===== config.mk =====
export PLATFORM = sky130hd
export DESIGN_NAME = avr_alu_branch_step_top
export DESIGN_NICKNAME = d
export VERILOG_FILES = /design/src/rtl/aabs_pkg.sv /design/src/rtl/avr_alu_branch_step_top.sv
export SDC_FILE = /design/constraint.sdc
export NUM_CORES = 1
export LEC_CHECK = 0
export ABC_CLOCK_PERIOD_IN_PS = 7650
export BUFFER_PORTS_ARGS = -buffer_cell sky130_fd_sc_hd__buf_2
export CORE_AREA = 5 5 250 349
export CTS_BUF_LIST = sky130_fd_sc_hd__clkbuf_8
export DETAILED_ROUTE_END_ITERATION = 16
export DIE_AREA = 0 0 255 354
export SLEW_MARGIN = 15
export SYNTH_ARGS = -nofsm -noshare
export SYNTH_HDL_FRONTEND = slang
export SYNTH_SLANG_ARGS = --single-unit

===== constraint.sdc =====
create_clock -name aclk -period 7.65 [get_ports aclk]
set_clock_uncertainty 0.2 [all_clocks]
set_input_delay 1.53 -clock aclk [delete_from_list [all_inputs] [get_ports aclk]]
set_output_delay 1.53 -clock aclk [all_outputs]
set_load 0.01 [all_outputs]

===== src/rtl/aabs_pkg.sv =====
// Package for the avr_alu_branch_step block: opcodes, branch kinds, flag
// positions, register file sizing and flag update functions. No dependencies.
package aabs_pkg;

    localparam int REG_COUNT   = 32;
    localparam int REG_IDX_W   = $clog2(REG_COUNT);
    localparam int BANK_DEPTH  = REG_COUNT / 2;
    localparam int BANK_IDX_W  = REG_IDX_W - 1;
    localparam int PC_BITS_DEF = 16;
    localparam int OFF_W       = 12;

    localparam logic [REG_IDX_W-1:0] IMM_BASE = REG_IDX_W'(REG_COUNT / 2);

    localparam logic [4:0] OP_ADD   = 5'd0;
    localparam logic [4:0] OP_ADC   = 5'd1;
    localparam logic [4:0] OP_AND   = 5'd2;
    localparam logic [4:0] OP_CP    = 5'd3;
    localparam logic [4:0] OP_CPC   = 5'd4;
    localparam logic [4:0] OP_EOR   = 5'd5;
    localparam logic [4:0] OP_OR    = 5'd6;
    localparam logic [4:0] OP_MOV   = 5'd7;
    localparam logic [4:0] OP_SBC   = 5'd8;
    localparam logic [4:0] OP_SUB   = 5'd9;
    localparam logic [4:0] OP_MUL   = 5'd10;
    localparam logic [4:0] OP_CLR   = 5'd11;
    localparam logic [4:0] OP_TST   = 5'd12;
    localparam logic [4:0] OP_LSL   = 5'd13;
    localparam logic [4:0] OP_ROL   = 5'd14;
    localparam logic [4:0] OP_RJMP  = 5'd15;
    localparam logic [4:0] OP_BR_LO = 5'd16;
    localparam logic [4:0] OP_BR_HI = 5'd21;
    localparam logic [4:0] OP_ANDI  = 5'd22;
    localparam logic [4:0] OP_LDI   = 5'd23;
    localparam logic [4:0] OP_CPI   = 5'd24;

    localparam logic [2:0] BR_EQ = 3'd0;
    localparam logic [2:0] BR_NE = 3'd1;
    localparam logic [2:0] BR_GE = 3'd2;
    localparam logic [2:0] BR_LT = 3'd3;
    localparam logic [2:0] BR_LO = 3'd4;
    localparam logic [2:0] BR_SH = 3'd5;

    localparam int FL_C = 0;
    localparam int FL_Z = 1;
    localparam int FL_N = 2;
    localparam int FL_V = 3;

    // write that left execute at the edge the next read was sampled
    typedef struct packed {
        logic                 wr;
        logic                 mul;
        logic [REG_IDX_W-1:0] addr;
        logic [7:0]           data;
        logic [15:0]          prod;
    } lw_t;

    function automatic logic [7:0] flags_arith(logic [7:0] sreg, logic [7:0] r,
                                               logic v, logic c, logic h, logic zmask);
        logic n;
        n = r[7];
        return {sreg[7:6], h, n ^ v, v, n, (r == 8'd0) & zmask, c};
    endfunction

    function automatic logic [7:0] flags_logic(logic [7:0] sreg, logic [7:0] r);
        return {sreg[7:5], r[7], 1'b0, r[7], r == 8'd0, sreg[FL_C]};
    endfunction

endpackage


===== src/rtl/avr_alu_branch_step_top.sv =====
// avr_alu_branch_step top level: AVR subset execute step with banked register file.
// Depends on aabs_pkg.
//
// Takes one decoded instruction per clock while s_ready is high and returns one
// result per instruction: the register file is read at the transfer edge, and
// the execute stage writes back registers, flags and PC and registers its result
// when that result moves to the output.
// Sustained rate is one instruction per cycle; the input stalls only while a
// finished result waits at the output and the execute stage is full. Registers
// live in two 16x8 banks (even and odd) so that mul writes r1:r0 in the same
// write; the previous instruction's write is forwarded into the read that
// overlapped it. Registers read as zero after reset through per-register valid
// bits, so no clearing pass is needed.
module avr_alu_branch_step_top
    import aabs_pkg::*;
#(
    parameter int PC_BITS = PC_BITS_DEF
) (
    input  logic              aclk,
    input  logic              aresetn,
    input  logic              s_valid,
    output logic              s_ready,
    input  logic [4:0]        s_req_type,
    input  logic [4:0]        s_dest_reg,
    input  logic [4:0]        s_src_reg,
    input  logic [7:0]        s_immediate,
    input  logic signed [11:0] s_offset,
    input  logic [2:0]        s_branch_kind,
    output logic              m_valid,
    input  logic              m_ready,
    output logic [15:0]       m_result_value,
    output logic              m_wrote_register,
    output logic [7:0]        m_status_flags,
    output logic [15:0]       m_next_pc
);

    localparam int DW = (PC_BITS > OFF_W) ? PC_BITS : OFF_W;

    logic [7:0] even_mem [BANK_DEPTH];
    logic [7:0] odd_mem  [BANK_DEPTH];

    logic                 s_fire, ex_fire, imm_in;
    logic [REG_IDX_W-1:0] ra_in;

    logic                 ex_valid_reg, haz_reg;
    logic [4:0]           ex_op_reg, ex_s_reg;
    logic [REG_IDX_W-1:0] ex_ra_reg;
    logic [7:0]           ex_k_reg;
    logic [11:0]          ex_off_reg;
    logic [2:0]           ex_kind_reg;
    logic [7:0]           rd_ae_reg, rd_ao_reg, rd_be_reg, rd_bo_reg;
    logic                 va_reg, vb_reg;
    logic [REG_COUNT-1:0] vld_reg;
    lw_t                  lw_reg, lw_next;

    logic [7:0]         sreg_reg, sreg_next;
    logic [PC_BITS-1:0] pc_reg, pc_next;

    logic        m_valid_reg;
    logic [15:0] m_value_reg;
    logic        m_wrote_reg;
    logic [7:0]  m_flags_reg;
    logic [15:0] m_pc_reg;

    logic [7:0]    a, b, y, a_mem, b_mem, value8;
    logic          cin, c_add, c_sub, imm_ex, keep_z, taken, wr_any;
    logic [8:0]    sum9, sub9;
    logic [4:0]    hsum, hsub;
    logic [15:0]   prod, res16;
    logic [11:0]   delta12;
    logic [DW-1:0] delta_w;
    logic [7:0]    sh_r;

    assign ex_fire = ex_valid_reg && (!m_valid_reg || m_ready);
    assign s_ready = !ex_valid_reg || ex_fire;
    assign s_fire  = s_valid && s_ready;

    assign imm_in = (s_req_type == OP_ANDI) || (s_req_type == OP_LDI) || (s_req_type == OP_CPI);
    assign ra_in  = imm_in ? (s_dest_reg | IMM_BASE) : s_dest_reg;

    // bank reads on transfer in
    always_ff @(posedge aclk) begin
        if (s_fire) begin
            rd_ae_reg <= even_mem[ra_in[REG_IDX_W-1:1]];
            rd_ao_reg <= odd_mem[ra_in[REG_IDX_W-1:1]];
            rd_be_reg <= even_mem[s_src_reg[REG_IDX_W-1:1]];
            rd_bo_reg <= odd_mem[s_src_reg[REG_IDX_W-1:1]];
        end
    end

    // even bank write
    always_ff @(posedge aclk) begin
        if (ex_fire) begin
            if (lw_next.mul) begin
                even_mem[BANK_IDX_W'(0)] <= lw_next.prod[7:0];
            end else if (lw_next.wr && !lw_next.addr[0]) begin
                even_mem[lw_next.addr[REG_IDX_W-1:1]] <= lw_next.data;
            end
        end
    end

    // odd bank write
    always_ff @(posedge aclk) begin
        if (ex_fire) begin
            if (lw_next.mul) begin
                odd_mem[BANK_IDX_W'(0)] <= lw_next.prod[15:8];
            end else if (lw_next.wr && lw_next.addr[0]) begin
                odd_mem[lw_next.addr[REG_IDX_W-1:1]] <= lw_next.data;
            end
        end
    end

    always_ff @(posedge aclk) begin
        if (s_fire) begin
            ex_op_reg   <= s_req_type;
            ex_ra_reg   <= ra_in;
            ex_s_reg    <= s_src_reg;
            ex_k_reg    <= s_immediate;
            ex_off_reg  <= s_offset;
            ex_kind_reg <= s_branch_kind;
        end
        if (ex_fire) begin
            m_value_reg <= res16;
            m_wrote_reg <= wr_any;
            m_flags_reg <= sreg_next;
            m_pc_reg    <= 16'(pc_next);
        end
    end

    always_ff @(posedge aclk) begin
        if (!aresetn) begin
            ex_valid_reg <= 1'b0;
            haz_reg      <= 1'b0;
            va_reg       <= 1'b0;
            vb_reg       <= 1'b0;
            vld_reg      <= '0;
            lw_reg.wr    <= 1'b0;
            lw_reg.mul   <= 1'b0;
            sreg_reg     <= '0;
            pc_reg       <= '0;
            m_valid_reg  <= 1'b0;
        end else begin
            if (s_fire) begin
                ex_valid_reg <= 1'b1;
                haz_reg      <= ex_fire;
                va_reg       <= vld_reg[ra_in];
                vb_reg       <= vld_reg[s_src_reg];
            end else if (ex_fire) begin
                ex_valid_reg <= 1'b0;
            end
            if (ex_fire) begin
                lw_reg     <= lw_next;
                sreg_reg   <= sreg_next;
                pc_reg     <= pc_next;
                if (lw_next.mul) begin
                    vld_reg[0] <= 1'b1;
                    vld_reg[1] <= 1'b1;
                end else if (lw_next.wr) begin
                    vld_reg[lw_next.addr] <= 1'b1;
                end
                m_valid_reg <= 1'b1;
            end else if (m_ready) begin
                m_valid_reg <= 1'b0;
            end
        end
    end

    // operand fetch with forwarding
    always_comb begin
        a_mem = (ex_ra_reg[0] ? rd_ao_reg : rd_ae_reg) & {8{va_reg}};
        b_mem = (ex_s_reg[0] ? rd_bo_reg : rd_be_reg) & {8{vb_reg}};
        a = a_mem;
        b = b_mem;
        if (haz_reg && lw_reg.mul) begin
            if (ex_ra_reg == REG_IDX_W'(0)) a = lw_reg.prod[7:0];
            if (ex_ra_reg == REG_IDX_W'(1)) a = lw_reg.prod[15:8];
            if (ex_s_reg == REG_IDX_W'(0))  b = lw_reg.prod[7:0];
            if (ex_s_reg == REG_IDX_W'(1))  b = lw_reg.prod[15:8];
        end else if (haz_reg && lw_reg.wr) begin
            if (ex_ra_reg == lw_reg.addr) a = lw_reg.data;
            if (ex_s_reg == lw_reg.addr)  b = lw_reg.data;
        end
    end

    always_comb begin
        cin    = sreg_reg[FL_C];
        imm_ex = (ex_op_reg == OP_ANDI) || (ex_op_reg == OP_CPI);
        y      = imm_ex ? ex_k_reg : b;
        c_add  = (ex_op_reg == OP_ADC) & cin;
        c_sub  = ((ex_op_reg == OP_CPC) || (ex_op_reg == OP_SBC)) & cin;
        keep_z = (ex_op_reg == OP_CPC) || (ex_op_reg == OP_SBC);
        sum9   = {1'b0, a} + {1'b0, y} + 9'(c_add);
        sub9   = {1'b0, a} - {1'b0, y} - 9'(c_sub);
        hsum   = {1'b0, a[3:0]} + {1'b0, y[3:0]} + 5'(c_add);
        hsub   = {1'b0, a[3:0]} - {1'b0, y[3:0]} - 5'(c_sub);
        prod   = a * b;
        sh_r   = {a[6:0], (ex_op_reg == OP_ROL) & cin};

        case (ex_kind_reg)
            BR_EQ:   taken = sreg_reg[FL_Z];
            BR_NE:   taken = !sreg_reg[FL_Z];
            BR_GE:   taken = !(sreg_reg[FL_N] ^ sreg_reg[FL_V]);
            BR_LT:   taken = sreg_reg[FL_N] ^ sreg_reg[FL_V];
            BR_LO:   taken = sreg_reg[FL_C];
            BR_SH:   taken = !sreg_reg[FL_C];
            default: taken = 1'b0;
        endcase

        value8       = 8'd0;
        sreg_next    = sreg_reg;
        delta12      = '0;
        lw_next.wr   = 1'b0;
        lw_next.mul  = 1'b0;
        lw_next.addr = ex_ra_reg;
        lw_next.prod = prod;

        unique case (ex_op_reg) inside
            OP_ADD, OP_ADC: begin
                value8     = sum9[7:0];
                lw_next.wr = 1'b1;
                sreg_next  = flags_arith(sreg_reg, sum9[7:0],
                                         ~(a[7] ^ y[7]) & (a[7] ^ sum9[7]),
                                         sum9[8], hsum[4], 1'b1);
            end
            OP_SUB, OP_SBC, OP_CP, OP_CPC, OP_CPI: begin
                value8     = sub9[7:0];
                lw_next.wr = (ex_op_reg == OP_SUB) || (ex_op_reg == OP_SBC);
                sreg_next  = flags_arith(sreg_reg, sub9[7:0],
                                         (a[7] ^ y[7]) & (a[7] ^ sub9[7]),
                                         sub9[8], hsub[4],
                                         !keep_z || sreg_reg[FL_Z]);
            end
            OP_AND, OP_ANDI, OP_EOR, OP_OR, OP_TST: begin
                case (ex_op_reg)
                    OP_EOR:  value8 = a ^ b;
                    OP_OR:   value8 = a | b;
                    OP_TST:  value8 = a;
                    default: value8 = a & y;
                endcase
                lw_next.wr = 1'b1;
                sreg_next  = flags_logic(sreg_reg, value8);
            end
            OP_CLR: begin
                lw_next.wr = 1'b1;
                sreg_next  = flags_logic(sreg_reg, 8'd0);
            end
            OP_MOV: begin
                value8     = b;
                lw_next.wr = 1'b1;
            end
            OP_LDI: begin
                value8     = ex_k_reg;
                lw_next.wr = 1'b1;
            end
            OP_LSL, OP_ROL: begin
                value8     = sh_r;
                lw_next.wr = 1'b1;
                sreg_next  = flags_arith(sreg_reg, sh_r, sh_r[7] ^ a[7], a[7], a[3], 1'b1);
            end
            OP_MUL: begin
                lw_next.mul      = 1'b1;
                sreg_next[FL_C]  = prod[15];
                sreg_next[FL_Z]  = (prod == 16'd0);
            end
            OP_RJMP: begin
                delta12 = ex_off_reg;
            end
            [OP_BR_LO:OP_BR_HI]: begin
                if (taken) delta12 = {{5{ex_off_reg[6]}}, ex_off_reg[6:0]};
            end
            default: begin
            end
        endcase

        lw_next.data = value8;
        wr_any  = lw_next.wr || lw_next.mul;
        res16   = lw_next.mul ? prod : (lw_next.wr ? {8'd0, value8} : 16'd0);
        delta_w = DW'($signed(delta12));
        pc_next = pc_reg + PC_BITS'(1) + delta_w[PC_BITS-1:0];
    end

    assign m_valid          = m_valid_reg;
    assign m_result_value   = m_value_reg;
    assign m_wrote_register = m_wrote_reg;
    assign m_status_flags   = m_flags_reg;
    assign m_next_pc        = m_pc_reg;

endmodule


* Yosys cells after proc, flatten, opt, wreduce, memory -nomap -nowiden *
Memories as Yosys holds them, arrays and structs flattened. A register that Yosys moved wholly into a read port is not among the register bits.
Index checks and enable logic that the tools add are counted.
Widths: inputs -> output; s select.

operators by class
  add/sub/neg operators = 10
  multipliers = 1
  magnitude comparators = 6
  equal/unequal tests = 30
  multiplexer cells = 55
  bitwise operators = 22
  reductions and logical operators = 46

operator list
  operator               number
  $mux 8                 17
  $pmux 8 s6             1
  $eq 5x4->1 const B     8
  $logic_not 8->1        4
  $or 32x32->32          1
  $eq 5x5->1 const B     6
  $and 8x8->8            3
  $pmux 12 s2            1
  $pmux 8 s3             1
  $mux 1                 21
  $eq 5x3->1 const B     4
  $pmux 4 s5             1
  $lt 5x6->1 const B     3
  $add 16x1->16 const B  1
  $add 16x16->16         1
  $logic_not 16->1       1
  $mul 8x8->16           1
  $mux 16                1
  $reduce_or 8->1        2
  $eq 5x1->1 const B     3
  $logic_not 5->1        3
  $mux 12                1
  $pmux 2 s6             1
  $reduce_or 12->1       1
  other kinds (37)       83

word-level totals
  register bits after elaboration = 171
  RAM bits = 256
  bits of input ports = 42
  output and inout bits = 43
  logic and storage cells = 196
  memories kept = 2

memories
  name      words  width  rd ports  clocked after Yosys merged registers in  write ports  RTL line                       source
  even_mem  16     8      2         2                                        1            avr_alu_branch_step_top.sv:39  logic [7:0] even_mem [BANK_DEPTH];
  odd_mem   16     8      2         2                                        1            avr_alu_branch_step_top.sv:40  logic [7:0] odd_mem [BANK_DEPTH];

* Depth between registers and ports, before layout *
  word-level depth = 12
  gate-level depth with buffers = 27

* Worst setup path after synthesis *
Ideal clock, no wire load.

  path kind = flip-flop to flip-flop
  start point = reg ex_ra_reg[1]
  end point = mem odd_mem[0][5], data pin
  library setup time = 0.296 ns
  data arrival time = 6.208 ns
  slack = 0.946 ns
  stages on the path, launching flop included = 23
  path buffers = 4
  cell sequence = edfxtp_1 buf_6 or4_1 buf_2 clkbuf_1 nor2_1 a211oi_1 a31oi_2 inv_1 buf_2 nor2_1 fa_1 fa_1 fa_1 inv_1 fa_1 inv_1 ha_1 or3_1 o21a_1 or4_1 and4_1 mux2i_1

on the way
  longest elaborated chain between the ends = 9
  elaborated cells on any way between the ends = 20
  classes of those cells = add/sub: 4; mul: 1; eq/ne: 2; mux: 9; bitwise: 3; reduce/logical: 1

ends and longest elaborated chain
  item                                                  RTL line                                                        source
  start, declared                                       avr_alu_branch_step_top.sv:47                                   logic [REG_IDX_W-1:0] ex_ra_reg;
  start signal, assigned                                avr_alu_branch_step_top.sv:116                                  ex_ra_reg <= ra_in;
  $eq 5x5->1 / $logic_not 5->1 (equally long branches)  avr_alu_branch_step_top.sv:180, avr_alu_branch_step_top.sv:175
  $mux 8, on equally long branches                      avr_alu_branch_step_top.sv:180, avr_alu_branch_step_top.sv:175
  $mux 8, on equally long branches                      avr_alu_branch_step_top.sv:179, avr_alu_branch_step_top.sv:176
  $mux 8 *                                              avr_alu_branch_step_top.sv:174                                  if (haz_reg && lw_reg.mul) begin
  branches (longest 4 deep; another with $sub 8x8->9)   n/a
  $mux 8 (no line) *                                    n/a
  end, declared                                         avr_alu_branch_step_top.sv:40

Mark *: on every way between the ends. The select of a mux whose other input is x is not followed.

* Final worst setup path *
  start point = reg ex_ra_reg[4]
  end point = reg m_flags_reg[1] (netlist: m_status_flags[1]), data pin

on the way
  longest elaborated chain between the ends = 9
  elaborated cells on any way between the ends = 25
  classes of those cells = add/sub: 4; mul: 1; eq/ne: 2; mux: 8; bitwise: 4; reduce/logical: 6

ends and longest elaborated chain
  item                                                   RTL line                                                        source
  $eq 5x5->1 / $logic_not 5->1 (equally long branches)   avr_alu_branch_step_top.sv:180, avr_alu_branch_step_top.sv:175
  $mux 8, on equally long branches                       avr_alu_branch_step_top.sv:180, avr_alu_branch_step_top.sv:175
  $mux 8, on equally long branches                       avr_alu_branch_step_top.sv:179, avr_alu_branch_step_top.sv:176
  $mux 8 *                                               avr_alu_branch_step_top.sv:174
  $sub 8x8->9 (tied with other cells)                    avr_alu_branch_step_top.sv:193                                  sub9 = {1'b0, a} - {1'b0, y} - 9'(c_sub);
  $sub 9x1->9 / $pmux 8 s3 (equally long branches)       avr_alu_branch_step_top.sv:193, avr_alu_branch_step_top.sv:234
  $logic_not 8->1 / $mux 8 (equally long branches)       aabs_pkg.sv:61, avr_alu_branch_step_top.sv:217
  $and 1x1->1 / $logic_not 8->1 (equally long branches)  aabs_pkg.sv:61, aabs_pkg.sv:65
  $pmux 2 s6 *                                           avr_alu_branch_step_top.sv:217                                  unique case (ex_op_reg) inside
  net sreg_next[1]                                       avr_alu_branch_step_top.sv:56                                   logic [7:0] sreg_reg, sreg_next;
  end signal, assigned                                   avr_alu_branch_step_top.sv:125                                  m_flags_reg <= sreg_next;
  end, declared                                          avr_alu_branch_step_top.sv:62                                   logic [7:0] m_flags_reg;

Mark *: on every way through the listed nets, which the timed path passes. The rest lies on a longest branch. The select of a mux whose other input is x is not followed.
A chain may end at the register's enable or synchronous reset.

==> flow_summary.ini <==
[clock_network]
htree_levels = 3
root_buffer = clkbuf_8
clock_latency_ps = 700
cts_tree = done
clockBufferDepth = 3
clkTransAtPathRegs_ps = 70
cts_setup_buffers = 0
cts_hold_buf = 0
cts_made_buffers = 74
cts_sinks = 455
post_cts_resized = 0

[timing]
hold_ws_ps = 272
hold_viol_final = 0
setup_violations = 0
drv_slew = 0
rsz0062_at_grt = false
worstMarginPinSlew_ps = 1090
maxSlewHeadroom_pct = 26.8
setup_tns_ps = 0
fin_crit_sh_pct = 95.5
fin_crit_ps = 7310
fmax_mhz = 137

[route]
dr_total_vias = 16200
drc_errors = 0
first_pass_iters = 7
viasPerCell = 5.26
wl_per_cell_um = 24.1
routed_wl_mm = 74.2
drt_first_iter_violations = 1258
postRouteAntennaNets = 0

[floorplanning]
core_area_um2 = 83900
dieArea_um2 = 90300
die_w_um = 255
ios = 85
num_rows = 126
start_util_pct = 29.7
die_h_um = 354

[worst_setup_path]
worstPathMaxFanout = 14
criticalPathCategory = flop to flop
required_ps = 7840
crit_path_start_kind = flop
arrival_ps = 7500
end_kind = flop

[logic_synthesis]
synth-seq-area-share_pct = 52.4
synth_top_area_share_pct = 47.5
synth_edf_count = 394
synth-async-reset-ratio_pct = 0
avgSynthCellArea_um2 = 14.0
netlist_area_um2 = 24900
yosys-top-cells-area = edfxtp_1, mux4_2, dfxtp_1
synthFlopType = edfxtp_1
yosys.area.top_type = edfxtp_1
synth_warnings = 0
ys_types = 81
ys_ff_latch = 455
netlist_instances = 1784

[grt]
grt_pass1_wl_mm = 110
grt_max_degree = 75
antenna_found_initial = 8
grt.total_usage_pct = 16.2
grt-ovfl-total = 0
grt_pass1_vias = 17100

[run]
cap_violations = 0

[place]
dpl_cell_area_um2 = 27000
hpwl_mm = 51.5
portBuffers = 82
gp_congestion = 0.946

[layout]
nNetsFinal = 2100
synthToLayoutAreaGrowth_pct = 14.1
design_area_um2 = 28400
finish.utilization_pct = 33.9
mostFrequentLayoutCell = edfxtp_1
drive_gt1_share_pct = 24.5
mostFrequentLayoutCells = edfxtp_1, mux4_2, nor2_1

[power_and_ir_drop]
ir_worst_vdd_uv = 104
leakage_uw = 0.0105
power_density_nw_per_um2 = 194

[run_status]
status = completed

[min_path]
min_path_type = flop to flop
-- where the power goes --
group / leakage, uW / internal (uW) / total (uW) / switching (uW)
clock: 0.000788 / 1110 / 2110 / 1010
combinational: 0.00551 / 241 / 605 / 364
sequential: 0.00425 / 2760 / 2800 / 46.3
-- cell usage after synthesis (41+ instances only) --
master,n
edfxtp_1,394
mux4_2,180
nor2_1,152
inv_1,103
nand2_1,98
ha_1,87
clkbuf_1,65
dfxtp_1,61
a21oi_1,57
o21ai_0,52
mux2i_1,44
o21a_1,44
fa_1,41
-- cells by family (layout without fill, tap and decap cells) --
kind of cell / after synthesis / count (layout) / share of synthesized area (%)
muxes: 243 / 243 / 18.9
AOI/OAI and AO/OA: 289 / 289 / 8.07
DFF: 455 / 455 / 52.4
xor gates and xnor gates: 48 / 48 / 1.74
buffers and inverters: 202 / 404 / 3.16
and+or+nand+nor: 418 / 418 / 8.06
adders and majority gates: 128 / 128 / 7.66
other: 1 / 6 / 0.0151
-- through the flow --
stage	setup slack [ps]	total power, uW	cells
2_1_floorplan	946	3230	1785
3_3_place_gp	539	3450	2942
3_5_place_dp	411	3460	2942
4_1_cts	383	5580	3075
5_1_grt	73.4	5740	3077
6_report	344	5520	3079
-- layer usage --
| metal | track usage, % | share of wire [%] | vias to the layer above |
|---|---|---|---|
| met5 | 0 | 0.038 | - |
| met4 | 8.08 | 5.2 | 6 |
| met3 | 2.70 | 5.9 | 177 |
| met2 | 29.7 | 53 | 614 |
| met1 | 18.0 | 36 | 8204 |
| li1 | - | - | 7183 |
-- cell type report --
class / count / area, um^2
Timing Repair Buffer: 164 / 1030
Clock buffer: 77 / 1060
Tap cell: 1088 / 1360
Fill cell: 8187 / 55500
Clock inverter: 56 / 372
Multi-Input combinational cell: 1128 / 11100
Sequential cell: 455 / 13100
Inverter: 107 / 408
Antenna cell: 4 / 10.0
-- critical path, cell delays in order (launching register included) --
cell	delay [ps]
edfxtp_1	610
or4_1	790
o21ai_0	410
o22a_1	190
o21ai_1	100
inv_1	290
nand2_1	130
fa_1	470
fa_1	490
inv_1	50
fa_1	490
inv_1	60
fa_1	480
inv_1	50
ha_1	200
or3_1	380
o21a_1	230
or4_1	470
and4_1	230
nand4_1	80
nor4_1	50
buf_4	150
nor3_1	340
a21oi_1	80
-- path summary, 6_finish.rpt --
check / slack [ps] / start / to / cells after the start
max: 340 / ex_ra_reg[4]$_DFFE_PP_ / m_status_flags[1]$_DFFE_PP_ / 23
min: 270 / pc_reg[12]$_SDFFE_PN0P_ / pc_reg[12]$_SDFFE_PN0P_ / 2
max reg2reg: 340 / ex_ra_reg[4]$_DFFE_PP_ / m_status_flags[1]$_DFFE_PP_ / 23
min reg2reg: 270 / pc_reg[12]$_SDFFE_PN0P_ / pc_reg[12]$_SDFFE_PN0P_ / 2
(Power assumes the default switching activity.)
